**src/sv/sfcr_pkg.sv**
```systemverilog
// Shared types and constants for the sync framed command receiver.
// No dependencies; every other file of the block imports this package.
package sfcr_pkg;

  localparam int unsigned PayloadBytes = 20;
  localparam int unsigned WordCount    = 5;
  localparam int unsigned WordWidth    = 32;
  localparam int unsigned CountWidth   = $clog2(PayloadBytes);
  localparam int unsigned AddrWidth    = 4;
  localparam int unsigned ApbDataWidth = 32;

  localparam logic [7:0] TimeoutReset    = 8'd100;
  localparam logic [7:0] SyncFirstReset  = 8'h55;
  localparam logic [7:0] SyncSecondReset = 8'hAA;

  // Register indexes, taken from paddr[3:2].
  localparam logic [1:0] RegTimeout    = 2'd0;
  localparam logic [1:0] RegSyncFirst  = 2'd1;
  localparam logic [1:0] RegSyncSecond = 2'd2;

  // Item kinds carried on the input tuser.
  localparam logic FuncByte = 1'b0;
  localparam logic FuncPoll = 1'b1;

  typedef struct packed {
    logic [7:0] timeout_polls;
    logic [7:0] sync_first;
    logic [7:0] sync_second;
  } cfg_t;

  typedef struct packed {
    logic                                ready;
    logic [WordCount-1:0][WordWidth-1:0] words;
  } frame_t;

endpackage

```
**src/sv/sync_framed_command_receiver.sv**
```systemverilog
// Top level of the sync framed command receiver: input register and glue.
// Depends on sfcr_pkg, sfcr_cfg_regs, sfcr_deframer and sfcr_poll.
//
// Channel   Direction  Content
// s_axis    in         tdata: rx_value; tuser: func (0 byte, 1 poll)
// m_axis    out        tdata: commands and status; tuser: fresh
// apb       in/out     timeout_polls, sync_first, sync_second at 0x0, 0x4, 0x8
//
// Every item passes through the input register, and a poll's result is written into
// the output register at the edge on which the poll leaves the input register.
// One item is accepted per cycle; only a poll waiting behind a held result
// stalls the input. Reset restores the registers and hunts for a sync word.
module sync_framed_command_receiver (
  input  logic                                clk_i,
  input  logic                                rst_ni,
  input  logic                                s_axis_tvalid,
  output logic                                s_axis_tready,
  input  logic [7:0]                          s_axis_tdata,  // rx_value
  input  logic                                s_axis_tuser,  // func
  output logic                                m_axis_tvalid,
  input  logic                                m_axis_tready,
  // forward_cmd, turn_cmd, pitch_cmd, roll_cmd, activate
  output logic [4*sfcr_pkg::WordWidth+7:0]    m_axis_tdata,
  output logic                                m_axis_tuser,  // fresh
  input  logic                                psel,
  input  logic                                penable,
  input  logic                                pwrite,
  input  logic [sfcr_pkg::AddrWidth-1:0]      paddr,
  input  logic [sfcr_pkg::ApbDataWidth-1:0]   pwdata,
  output logic [sfcr_pkg::ApbDataWidth-1:0]   prdata,
  output logic                                pready
);
  import sfcr_pkg::*;

  cfg_t       cfg;
  frame_t     frame;
  logic       in_valid_q, in_valid_d;
  logic       in_func_q;
  logic [7:0] in_rx_q;
  logic       stall;
  logic       advance;
  logic       in_xfer;

  assign advance       = in_valid_q & ((in_func_q == FuncByte) | ~stall);
  assign s_axis_tready = ~in_valid_q | advance;
  assign in_xfer       = s_axis_tvalid & s_axis_tready;
  assign in_valid_d    = in_xfer | (in_valid_q & ~advance);

  always_ff @(posedge clk_i or negedge rst_ni) begin
    if (!rst_ni) begin
      in_valid_q <= 1'b0;
    end else begin
      in_valid_q <= in_valid_d;
    end
  end

  always_ff @(posedge clk_i) begin
    if (in_xfer) begin
      in_func_q <= s_axis_tuser;
      in_rx_q   <= s_axis_tdata;
    end
  end

  sfcr_cfg_regs u_cfg (
    .clk_i   (clk_i),
    .rst_ni  (rst_ni),
    .psel    (psel),
    .penable (penable),
    .pwrite  (pwrite),
    .paddr   (paddr),
    .pwdata  (pwdata),
    .prdata  (prdata),
    .pready  (pready),
    .cfg_o   (cfg)
  );

  sfcr_deframer u_deframer (
    .clk_i     (clk_i),
    .rst_ni    (rst_ni),
    .byte_en_i (advance & (in_func_q == FuncByte)),
    .rx_i      (in_rx_q),
    .poll_en_i (advance & (in_func_q == FuncPoll)),
    .cfg_i     (cfg),
    .frame_o   (frame)
  );

  sfcr_poll u_poll (
    .clk_i         (clk_i),
    .rst_ni        (rst_ni),
    .poll_en_i     (advance & (in_func_q == FuncPoll)),
    .frame_i       (frame),
    .timeout_i     (cfg.timeout_polls),
    .stall_o       (stall),
    .m_axis_tvalid (m_axis_tvalid),
    .m_axis_tready (m_axis_tready),
    .m_axis_tdata  (m_axis_tdata),
    .m_axis_tuser  (m_axis_tuser)
  );

endmodule

```
**src/sv/sfcr_cfg_regs.sv**
```systemverilog
// APB configuration registers of the sync framed command receiver.
// Depends on sfcr_pkg for the register indexes and the cfg_t bundle.
module sfcr_cfg_regs (
  input  logic                              clk_i,
  input  logic                              rst_ni,
  input  logic                              psel,
  input  logic                              penable,
  input  logic                              pwrite,
  input  logic [sfcr_pkg::AddrWidth-1:0]    paddr,
  input  logic [sfcr_pkg::ApbDataWidth-1:0] pwdata,
  output logic [sfcr_pkg::ApbDataWidth-1:0] prdata,
  output logic                              pready,
  output sfcr_pkg::cfg_t                    cfg_o
);
  import sfcr_pkg::*;

  cfg_t       cfg_q, cfg_d;
  logic       wr_en;
  logic [1:0] reg_idx;

  assign pready  = 1'b1;
  assign wr_en   = psel & penable & pwrite;
  assign reg_idx = paddr[3:2];

  always_comb begin
    cfg_d = cfg_q;
    if (wr_en) begin
      unique case (reg_idx)
        RegTimeout:    cfg_d.timeout_polls = pwdata[7:0];
        RegSyncFirst:  cfg_d.sync_first    = pwdata[7:0];
        RegSyncSecond: cfg_d.sync_second   = pwdata[7:0];
        default: ;
      endcase
    end
  end

  always_comb begin
    unique case (reg_idx)
      RegTimeout:    prdata = {{(ApbDataWidth-8){1'b0}}, cfg_q.timeout_polls};
      RegSyncFirst:  prdata = {{(ApbDataWidth-8){1'b0}}, cfg_q.sync_first};
      RegSyncSecond: prdata = {{(ApbDataWidth-8){1'b0}}, cfg_q.sync_second};
      default:       prdata = '0;
    endcase
  end

  always_ff @(posedge clk_i or negedge rst_ni) begin
    if (!rst_ni) begin
      cfg_q.timeout_polls <= TimeoutReset;
      cfg_q.sync_first    <= SyncFirstReset;
      cfg_q.sync_second   <= SyncSecondReset;
    end else begin
      cfg_q <= cfg_d;
    end
  end

  assign cfg_o = cfg_q;

endmodule

```
**src/sv/sfcr_deframer.sv**
```systemverilog
// Sync word hunter, payload collector and frame latch.
// Depends on sfcr_pkg for frame sizes and the cfg_t and frame_t bundles.
module sfcr_deframer (
  input  logic             clk_i,
  input  logic             rst_ni,
  input  logic             byte_en_i,
  input  logic [7:0]       rx_i,
  input  logic             poll_en_i,
  input  sfcr_pkg::cfg_t   cfg_i,
  output sfcr_pkg::frame_t frame_o
);
  import sfcr_pkg::*;

  typedef enum logic [2:0] {
    PhHunt    = 3'b001,
    PhSecond  = 3'b010,
    PhCollect = 3'b100
  } phase_e;

  phase_e                              phase_q, phase_d;
  logic [CountWidth-1:0]               cnt_q, cnt_d;
  logic [PayloadBytes-2:0][7:0]        shift_q, shift_d;
  logic [WordCount-1:0][WordWidth-1:0] words_q, words_d;
  logic                                ready_q, ready_d;
  logic [PayloadBytes-1:0][7:0]        frame_bytes;

  // The last payload byte is taken straight from the input.
  assign frame_bytes = {rx_i, shift_q};

  always_comb begin
    phase_d = phase_q;
    cnt_d   = cnt_q;
    shift_d = shift_q;
    words_d = words_q;
    ready_d = ready_q;
    if (poll_en_i) begin
      ready_d = 1'b0;
    end
    if (byte_en_i) begin
      unique case (phase_q)
        PhSecond: begin
          if (rx_i == cfg_i.sync_second) begin
            phase_d = PhCollect;
            cnt_d   = '0;
          end else begin
            phase_d = PhHunt;
          end
        end
        PhCollect: begin
          if (cnt_q == CountWidth'(PayloadBytes - 1)) begin
            words_d = frame_bytes;
            ready_d = 1'b1;
            phase_d = PhHunt;
          end else begin
            shift_d = {rx_i, shift_q[PayloadBytes-2:1]};
            cnt_d   = cnt_q + CountWidth'(1);
          end
        end
        default: begin
          phase_d = (rx_i == cfg_i.sync_first) ? PhSecond : PhHunt;
        end
      endcase
    end
  end

  always_ff @(posedge clk_i or negedge rst_ni) begin
    if (!rst_ni) begin
      phase_q <= PhHunt;
      cnt_q   <= '0;
      words_q <= '0;
      ready_q <= 1'b0;
    end else begin
      phase_q <= phase_d;
      cnt_q   <= cnt_d;
      words_q <= words_d;
      ready_q <= ready_d;
    end
  end

  always_ff @(posedge clk_i) begin
    shift_q <= shift_d;
  end

  assign frame_o.ready = ready_q;
  assign frame_o.words = words_q;

endmodule

```
**src/sv/sfcr_poll.sv**
```systemverilog
// Poll responder: inactivity count, status conversion and result register.
// Depends on sfcr_pkg for the frame_t bundle and word sizes.
module sfcr_poll (
  input  logic             clk_i,
  input  logic             rst_ni,
  input  logic             poll_en_i,
  input  sfcr_pkg::frame_t frame_i,
  input  logic [7:0]       timeout_i,
  output logic             stall_o,
  output logic             m_axis_tvalid,
  input  logic             m_axis_tready,
  output logic [4*sfcr_pkg::WordWidth+7:0] m_axis_tdata,
  output logic             m_axis_tuser
);
  import sfcr_pkg::*;

  logic                         valid_q, valid_d;
  logic [4*WordWidth+7:0]       data_q, data_d;
  logic                         user_q, user_d;
  logic [7:0]                   idle_q, idle_d;
  logic [7:0]                   conv;
  logic [7:0]                   status;

  function automatic logic [7:0] to_status(logic [WordWidth-1:0] bits);
    logic [7:0]  expo;
    logic [22:0] mant;
    logic [7:0]  diff;
    logic [23:0] sig;
    logic [4:0]  shamt;
    logic [23:0] shifted;
    logic [7:0]  res;
    expo    = bits[30:23];
    mant    = bits[22:0];
    diff    = expo - 8'd127;
    sig     = {1'b1, mant};
    shamt   = 5'd23 - {2'b00, diff[2:0]};
    shifted = sig >> shamt;
    if (expo == 8'hFF && mant != '0) begin
      res = 8'd0;
    end else if (bits[31]) begin
      res = 8'd0;
    end else if (expo < 8'd127) begin
      res = 8'd0;
    end else if (expo >= 8'd135) begin
      res = 8'd255;
    end else begin
      res = shifted[7:0];
    end
    return res;
  endfunction

  assign conv    = to_status(frame_i.words[4]);
  assign stall_o = valid_q & ~m_axis_tready;

  always_comb begin
    idle_d  = idle_q;
    valid_d = valid_q & ~m_axis_tready;
    data_d  = data_q;
    user_d  = user_q;
    status  = conv;
    if (!frame_i.ready && idle_q >= timeout_i) begin
      status = 8'd0;
    end
    if (poll_en_i) begin
      valid_d = 1'b1;
      user_d  = frame_i.ready;
      data_d  = {status, frame_i.words[3], frame_i.words[2],
                 frame_i.words[1], frame_i.words[0]};
      if (frame_i.ready) begin
        idle_d = '0;
      end else if (idle_q != 8'hFF) begin
        idle_d = idle_q + 8'd1;
      end
    end
  end

  always_ff @(posedge clk_i or negedge rst_ni) begin
    if (!rst_ni) begin
      valid_q <= 1'b0;
      idle_q  <= '0;
    end else begin
      valid_q <= valid_d;
      idle_q  <= idle_d;
    end
  end

  always_ff @(posedge clk_i) begin
    data_q <= data_d;
    user_q <= user_d;
  end

  assign m_axis_tvalid = valid_q;
  assign m_axis_tdata  = data_q;
  assign m_axis_tuser  = user_q;

endmodule

```
**config.mk**
```make
export PLATFORM = sky130hd
export DESIGN_NAME = sync_framed_command_receiver
export DESIGN_NICKNAME = d
export VERILOG_FILES = /design/src/sv/sfcr_pkg.sv /design/src/sv/sync_framed_command_receiver.sv /design/src/sv/sfcr_cfg_regs.sv /design/src/sv/sfcr_deframer.sv /design/src/sv/sfcr_poll.sv
export SDC_FILE = /design/constraint.sdc
export NUM_CORES = 1
export LEC_CHECK = 0
export BUFFER_PORTS_ARGS = -buffer_cell sky130_fd_sc_hd__clkbuf_2
export CORE_ASPECT_RATIO = 1.2
export CORE_MARGIN = 2
export CORE_UTILIZATION = 36
export CTS_CLUSTER_SIZE = 40
export DETAILED_ROUTE_END_ITERATION = 10
export PLACE_DENSITY = 0.57
export SETUP_SLACK_MARGIN = 0.4
export SYNTH_ARGS = -nofsm -noshare
export SYNTH_HDL_FRONTEND = slang
export SYNTH_SLANG_ARGS = --single-unit
```
**constraint.sdc**
```tcl
create_clock -name clk_i -period 21.1 [get_ports clk_i]
set_clock_uncertainty 0.2 [all_clocks]
set_input_delay 4.22 -clock clk_i [delete_from_list [all_inputs] [get_ports clk_i]]
set_output_delay 4.22 -clock clk_i [all_outputs]
set_load 0.01 [all_outputs]
```
==> results of run 1 <==
[sequential cells by signal, summed over array words and instances (netlist names)]
register / cells
u_deframer.frame_o: 160
u_deframer.frame_bytes: 152
u_poll.m_axis_tdata: 136
u_cfg.cfg_o: 24
in_rx_q: 8
u_poll.idle_q: 8
u_deframer.cnt_q: 5
u_deframer.phase_q: 3
in_func_q: 1
in_valid_q: 1
u_deframer.ready_q: 1
u_poll.m_axis_tuser: 1
u_poll.m_axis_tvalid: 1
[worst paths after layout]
path                            slack [ns]  cells past startpoint                                 start                                   end
min in group asynchronous             3.34                      1                                rst_ni    u_deframer.frame_o[10]$_DFFE_PN0P_
max in group asynchronous            15.09                      3                                rst_ni            u_cfg.cfg_o[2]$_DFFE_PN0P_
worst max register to register       17.11                      5                   in_func_q$_DFFE_PP_  u_deframer.frame_bytes[45]$_DFFE_PP_
worst min register to register        0.23                      0  u_deframer.frame_bytes[32]$_DFFE_PP_  u_deframer.frame_bytes[24]$_DFFE_PP_
worst min-delay path                  0.23                      0  u_deframer.frame_bytes[32]$_DFFE_PP_  u_deframer.frame_bytes[24]$_DFFE_PP_
worst max-delay path                 11.19                      5                              paddr[2]                             prdata[7]
[layer usage]
layer | up-vias | GRT usage | share of wire | wire length, um
met5 | - | 0 | 0 | 0
met2 | 199 | 0.203 | 0.47 | 15800
met4 | 0 | 0.0442 | 0.024 | 801
met3 | 47 | 0.0286 | 0.045 | 1510
li1 | 4023 | - | - | -
met1 | 4487 | 0.176 | 0.46 | 15300
[power by group through the flow]
stage / Sequential, mW / Combinational, mW / Clock, mW
6_report: 1.09 / 0.107 / 0.940
5_1_grt: 1.10 / 0.121 / 1.02
4_1_cts: 1.10 / 0.111 / 0.975
3_5_place_dp: 1.11 / 0.110 / 0
3_3_place_gp: 1.11 / 0.107 / 0
2_1_floorplan: 1.12 / 0.0592 / 0
[synthesized netlist by cell type, drive strengths merged]
cell     number  area share
dfrtp       191        0.26
nand2b        6      0.0020
nand3         7      0.0019
dfstp        12       0.017
nand2        39      0.0081
o211ai        3      0.0012
nand4bb       1     0.00061
o21ai        26      0.0071
o21a          1     0.00041
a21o          4      0.0016
or4           1     0.00041
mux2i        13      0.0071
and3          6      0.0020
a211o         4      0.0019
a32o          1     0.00054
conb          2     0.00041
o311ai        4      0.0019
a22o          2     0.00095
nor3b         6      0.0033
a21oi         8      0.0022
nand4         7      0.0024
buf          46       0.020
o22ai         1     0.00034
nor3         15      0.0041
nor4b         4      0.0019
edfxtp      298        0.49
a211oi        6      0.0025
mux2        181        0.13
and2          4      0.0014
a31o          1     0.00048
clkbuf        7      0.0014
nor2b         7      0.0024
a41oi         1     0.00048
xnor2        17      0.0081
o31a          1     0.00048
ha           12      0.0082
inv          13      0.0027
nor4          5      0.0017
nor2         22      0.0046
[cell type report]
class | count | area (um^2) | share of cell area
timing repair buffer | 179 | 936 | 0.0433
multi-input combinational | 441 | 4010 | 0.185
tap | 644 | 806 | 0.0373
sequential | 501 | 14000 | 0.650
clock buffer | 73 | 1430 | 0.0662
inverter | 13 | 48.8 | 0.00226
clock inverter | 25 | 348 | 0.0161
[through the flow]
stage                util  setup WS [ns]  hold slack, ns  instances
floorplan               -          11.66           0.219       1008
global placement    0.394          11.16           0.225       1778
detailed placement  0.394          11.17           0.226       1778
CTS                 0.429          11.16           0.224       1876
global route        0.429          11.08           0.248       1876
finish              0.429          11.19           0.226       1876
[critical path: stages]
cell                       delay, ns
sky130_fd_sc_hd__clkbuf_2       0.26
sky130_fd_sc_hd__nor2b_1        0.57
sky130_fd_sc_hd__nand2_1        0.10
sky130_fd_sc_hd__o21ai_0        0.14
sky130_fd_sc_hd__clkbuf_2       0.19
[kinds of logic (layout without fill, tap and decap cells)]
group / Yosys count / after routing
mux: 194 / 194
compound gates: 63 / 63
other cells: 2 / 25
simple gates: 130 / 130
buf+inv: 66 / 290
fa+ha+maj: 12 / 12
flops: 501 / 501
xor+xnor: 17 / 17
==> results.md, run 1 <==
GRT:
- The via count of the first global-routing pass is roughly 9000.
- The first global-routing pass estimated roughly 53000 um of wire.
- The overall routing resource usage is 0.128.
- The sum of overflow across all layers after global routing is 0.
- Entering global routing, the biggest net connects 144 pins.
- The initial antenna violation count is 0.

Critical path:
- The worst setup path is of the input port to output port kind.
- In this run the worst path has a maximum fanout of 12.
- The worst setup path is launched from an input port.
- The kind of end point of the critical path is an output port.
- For the worst setup path, the data required time is roughly 17 ns.
- STA puts the critical path data arrival time at 5.49 ns.

Logic synthesis:
- The adder-cell share of the synthesized area is 0.00817.
- After synthesis, the largest family of logic cells by area is multiplexers.
- The number of different library cells used by synthesis comes to 46.
- The share of the Yosys chip area taken by registers is 0.764.
- The synthesis warning total is 0.
- After synthesis the cells add up to around 0.018 mm^2.
- The share of the synthesized area in compound gates (AO/OA/AOI/OAI) was 0.0221.
- The mean instance size in the synthesized netlist is ~19 um^2.
- The xor/xnor cell area share of the yosys netlist is 0.00810.
- The post-synthesis mux area share is 0.136.
- Of the total synthesized cell area, the portion taken by AND, OR, NAND and NOR gates is 0.0369.
- The flip-flop and latch count after synthesis is 501.
- Counting every instance in the synthesized netlist gives around 990.

Drt:
- The detail route stage leaves a number of antenna-violating nets equal to 0.
- After detailed routing, the number of vias per cell comes to between 4 and 5.
- In this run, the number of DRC markers left after iteration 0 of detailed routing was approximately 550.
- For this run, the detailed router's first-pass iteration total came to 6.
- The number of vias after detailed routing is slightly below 9000.
- Dividing the detail-routed wire length by the instance count gives ~18 um.
- The number of DRC violations after detailed routing is 0.
- The final layout contains routed wiring with a total length of roughly 33000 um.

Pwr:
- Of the total power, combinational logic draws 0.050.
- The analysis attributes to cell leakage a power of roughly 9.1 nW.
- The share of total power dissipated in the clock network is 0.439.
- For this design the ratio of total power to cell area is around 99 mW/mm^2.
- The sequential group share of total power is 0.511.
- Cell internal power was estimated by the tool at ~1.7 mW.
- Of the total power, the share spent switching nets is 0.217.
- VDD sags by at most between 0.05 and 0.06 mV.
- The analysis attributes to net switching a power of 465 uW.
- Overall power consumption after layout is estimated at between 2 and 2.5 mW.

Clock network:
- The H-tree was split into 2 levels.
- The tree built by TritonCTS fans out to ~500 sinks.
- The number of buffers inserted by hold repair at cts is 0.
- In this run the deepest clock path goes through 3 buffers.
- The root buffer selected by CTS is sky130_fd_sc_hd__clkbuf_16.
- In this run, post-CTS repair resized a total of 0 instances.
- Clock-pin slew was measured on the worst setup and hold paths at around 0.06 ns.
- The buffer count from post-CTS setup fixing is 0.
- The number of buffers inserted during clock tree synthesis is 52.
- The insertion delay of the later-clocked pin in the worst-skew pair is slightly below 0.6 ns.
- The CTS tree is done.

Placed design:
- The standard cell area after detailed placement is slightly below 0.02 mm^2.
- Port buffering added 172 buffers.
- The global placer's final weighted congestion is about 0.76.
- Once detailed placement completed, the half-perimeter wirelength came to ~20000 um.

Run:
- The tool flagged a number of max-cap violations equal to 0.

Finish:
- Leaving out fill and tap cells, the most frequent cell in the layout is sky130_fd_sc_hd__edfxtp_1.
- Fill cells in the final layout number between 4000 and 5000.
- The net count of the finished layout is ~1300.
- The area overhead of the layout relative to synthesis is 17.7%.
- In the final layout, the share of cells above drive strength 1 is 0.372.
- The final cell area excluding filler cells is ~0.022 mm^2.
- The top cell types in the final layout, fill and taps aside, are 298 x sky130_fd_sc_hd__edfxtp_1, 191 x sky130_fd_sc_hd__dfrtp_1, 171 x sky130_fd_sc_hd__clkbuf_2, 92 x sky130_fd_sc_hd__mux2_2, 89 x sky130_fd_sc_hd__mux2_4.
- The antenna diode count is 0.

Floorplanning:
- The effective utilization at floorplan is 0.365.
- After floorplanning, the core was divided into 90 placement rows.
- The width of the chip is 210 um.
- The floorplan step defined a die boundary enclosing about 0.053 mm^2.
- The placeable core area is roughly 0.050 mm^2.
- The die outline height is 251 um.
- The total I/O pin count is 224.

Outcome:
- The run finished with clean final reports.

STA:
- Summed over all failing endpoints, the final setup total negative slack is 0 ns.
- The minimum clock period after layout is about 9.9 ns.
- At the pin with the least slew margin, the transition time is about 1.2 ns.
- Headroom to the max-slew limit came out at 0.202.
- The final number of max-transition violations is 0.
- The total setup violations reported at the end of the flow is 0.
- The post-route fraction of the period consumed by the critical path is 0.469.
- Setup repair after global routing left no endpoint under its margin.
- The number of failing hold endpoints at the final stage is 0.
- The upper clock frequency limit is 101 MHz.

Min path:
- The path class of the tightest hold or removal check is flip-flop to flip-flop.
Note: power is estimated with default switching activity, not from simulation.
==> inputs of run 2 (changes only) <==
--- a/config.mk
+++ b/config.mk
@@ -11,7 +11,7 @@
 export CORE_UTILIZATION = 36
 export CTS_CLUSTER_SIZE = 40
 export DETAILED_ROUTE_END_ITERATION = 10
-export PLACE_DENSITY = 0.57
+export PLACE_DENSITY = 0.59
 export SETUP_SLACK_MARGIN = 0.4
 export SYNTH_ARGS = -nofsm -noshare
 export SYNTH_HDL_FRONTEND = slang
==> constraint.sdc (replaced) <==
create_clock -name clk_i -period 8.8 [get_ports clk_i]
set_clock_uncertainty 0.2 [all_clocks]
set_input_delay 1.76 -clock clk_i [delete_from_list [all_inputs] [get_ports clk_i]]
set_output_delay 1.76 -clock clk_i [all_outputs]
set_load 0.01 [all_outputs]
==> run 2 against run 1 <==
Wire length down 2.4%; sequential power up 140%; worst hold slack better by 0.00061 ns; non-clock buffer count up 1; combinational power up 140%; sequential share of layout area up 0.14 points; critical endpoint unchanged; highest routed layer unchanged.
==> results.md, run 2 (synthesis results as in run 1) <==
Outcome:
- The run finished with clean final reports.

Pwr:
- The maximum VDD drop is ~0.15 mV.
- Of the total power, the share spent switching nets is 0.221.
- The sequential group share of total power is 0.519.
- The power per unit of standard cell area is about 230 mW/mm^2.
- The combinational share of power is 0.051.
- The reported net switching power is roughly 1.1 mW.
- The proportion of power drawn by the clock network is 0.431.
- The internal power of the cells is between 3 and 4 mW.
- The leakage power figure is approximately 9 nW.

STA:
- The normalized max-slew margin is 0.192.
- Setup violations remaining at the end of the flow were counted as 0.
- Subtracting the final worst setup slack from the clock period gives a little under 5 ns.
- At the pin with the least slew margin, the transition time is 1.20 ns.
- Dividing the final minimum period by the clock period gives 0.558.
- The upper clock frequency limit is approximately 200 MHz.
- For the final routed database, the setup TNS stands at 0 ns.
- Setup repair after global routing left no endpoint under its margin.
- The number of failing hold endpoints at the final stage is 0.
- The final number of max-transition violations is 0.
- The worst-case setup margin in the final layout is 3.89 ns.

Floorplanning:
- The effective utilization at floorplan is 0.365.
- The total I/O pin count is 224.
- The die outline height is 251 um.
- The placeable core area is about 0.05 mm^2.
- The die covers between 0.05 and 0.06 mm^2.
- The number of core rows is 90.
- The floorplan step set the die width to 210 um.

Clock network:
- After clock tree synthesis, the clock-pin slew on the worst setup and hold paths is around 0.06 ns.
- The insertion delay of the later-clocked pin in the worst-skew pair is roughly 0.59 ns.
- CTS saw between 500 and 600 sinks.
- TritonCTS built the clock tree.
- The maximum number of buffers from clock root to sink is 3.
- The number of buffers inserted during clock tree synthesis is 50.
- The number of buffers inserted by hold repair at cts is 0.
- The buffer count from post-CTS setup fixing is 0.
- The count of instances resized after the clock tree is built is 0.
- Clock tree synthesis selected as its root buffer the cell sky130_fd_sc_hd__clkbuf_16.
- The H-tree generated during clock tree synthesis spans 2 levels.

Finish:
- The post-layout utilization of the core is 0.429.
- Leaving out fill and tap cells, the most frequent cell in the layout is sky130_fd_sc_hd__edfxtp_1.
- Of the cells placed in the final design, the portion with a size suffix greater than 1 is 0.373.
- From synthesis to final layout, the design area changed by 17.4%.
- In the layout the commonest cells are 298 x sky130_fd_sc_hd__edfxtp_1, 191 x sky130_fd_sc_hd__dfrtp_1, 171 x sky130_fd_sc_hd__clkbuf_2, 92 x sky130_fd_sc_hd__mux2_2, 89 x sky130_fd_sc_hd__mux2_4.
- The post-layout net count is 1251.
- After filler insertion, the fill cell instance count of the layout stands at approximately 4500.
- The register with the most flip-flops in the layout has between 150 and 200 of them.
- 0 antenna diodes ended up in the layout.

Drt:
- The final route contains about 8700 vias.
- The number of detailed-routing iterations run before antenna repair is 4.
- After detailed routing, the average wire length per cell comes to about 17 um.
- In this run, the number of DRC markers left after iteration 0 of detailed routing was 536.
- The overall routed net length is 32600 um.
- In the routed layout, each cell is associated on average with a via count of ~4.7.
- The number of routed nets with antenna violations is 0.
- After detailed routing, the number of remaining DRC violations is 0.

GRT:
- The largest net degree at the start of global routing is ~140.
- For this run, the total global-route usage over all layers was measured as 0.124.
- The via count of the first global-routing pass is approximately 8900.
- The initial antenna violation count is 0.
- The wire length of the first global-routing pass is between 50000 and 60000 um.
- Global routing finished with a remaining overflow of 0.

Critical path:
- The sort of element at the start of the critical path is an input port.
- The worst setup path is captured at an output port.
- Of all nets on the critical path, the largest fanout is 12.
- For the worst setup path, the data arrival time is 2.95 ns.
- In this run the worst setup path begins at paddr[2].
- Data on the critical path is required at its endpoint by roughly 7 ns.
- The start-to-end type of the worst setup path is input port to output port.
- The start of the worst register-to-register path is u_deframer.cnt_q[1]$_DFFE_PN0P_.

Placed design:
- Before CTS, the worst setup slack after placement is 3.88 ns.
- The HPWL after detailed placement is a little under 20000 um.
- The global placer's final weighted congestion is about 0.80.
- Port buffering added approximately 170 buffers.

Min path:
- The class of the tightest hold or removal check is flip-flop to flip-flop.
- The critical hold path startpoint is u_deframer.frame_o[64]$_DFFE_PN0P_.

Run:
- The tool flagged a number of max-cap violations equal to 0.
-- run 2: cell count changes in the layout (fill, tap and decap cells not counted), moves of 3 or more --
cell | before | now
sky130_fd_sc_hd__clkinv_8 | 3 | 0
sky130_fd_sc_hd__clkbuf_1 | 16 | 10
sky130_fd_sc_hd__clkinv_2 | 8 | 5
sky130_fd_sc_hd__clkinvlp_4 | 2 | 6
-- run 2: stage by stage --
stage / area (um^2) / power, mW / cells / hold slack [ns]
after floorplan: 18500 / 2.82 / 1008 / 0.219
after global placement: 19800 / 2.93 / 1779 / 0.224
after detailed placement: 19800 / 2.93 / 1779 / 0.227
after CTS: 21600 / 5.14 / 1871 / 0.220
after global routing: 21600 / 5.27 / 1871 / 0.242
final: 21600 / 5.06 / 1871 / 0.226
-- run 2: final timing paths --
| path | end | slack, ns | depth (start not counted) |
|---|---|---|---|
| worst max-delay path | prdata[7] | 3.89 | 5 |
| worst max register to register | u_deframer.frame_o[76]$_DFFE_PN0P_ | 5.18 | 6 |
| worst min-delay path | u_poll.m_axis_tdata[64]$_DFFE_PP_ | 0.23 | 0 |
| min in group asynchronous | u_deframer.frame_o[4]$_DFFE_PN0P_ | 0.92 | 1 |
| max in group asynchronous | u_cfg.cfg_o[9]$_DFFE_PN0P_ | 6.03 | 2 |
| worst min register to register | u_poll.m_axis_tdata[64]$_DFFE_PP_ | 0.23 | 0 |
-- run 2: metal layers --
layer  wire [um]  part of all wire  GRT usage
met4         838             0.026     0.0440
met3        1710             0.052     0.0310
met2       15200              0.47      0.194
met1       14900              0.46      0.170
met5           0                 0          0
-- run 2: final cells by class --
| cell class | instances | area (um^2) | share of cell area |
|---|---|---|---|
| Tap cell | 644 | 806 | 0.0374 |
| Clock inverter | 25 | 338 | 0.0157 |
| Clock buffer | 67 | 1390 | 0.0642 |
| Timing Repair Buffer | 180 | 943 | 0.0437 |
| Inverter | 13 | 48.8 | 0.00226 |
| Sequential cell | 501 | 14000 | 0.651 |
| Multi-Input combinational cell | 441 | 4010 | 0.186 |
-- run 2: power groups by stage --
stage	registers, mW	clock network (mW)	logic (mW)
6_report	2.62	2.18	0.256
3_3_place_gp	2.67	0	0.259
4_1_cts	2.62	2.25	0.265
5_1_grt	2.63	2.35	0.292
2_1_floorplan	2.67	0	0.142
3_5_place_dp	2.67	0	0.264
-- run 2: critical path, stage by stage --
cell and delay, ns:
sky130_fd_sc_hd__clkbuf_2 0.25, sky130_fd_sc_hd__nor2b_1 0.52, sky130_fd_sc_hd__nand2_1 0.11, sky130_fd_sc_hd__o21ai_0 0.13, sky130_fd_sc_hd__clkbuf_2 0.18
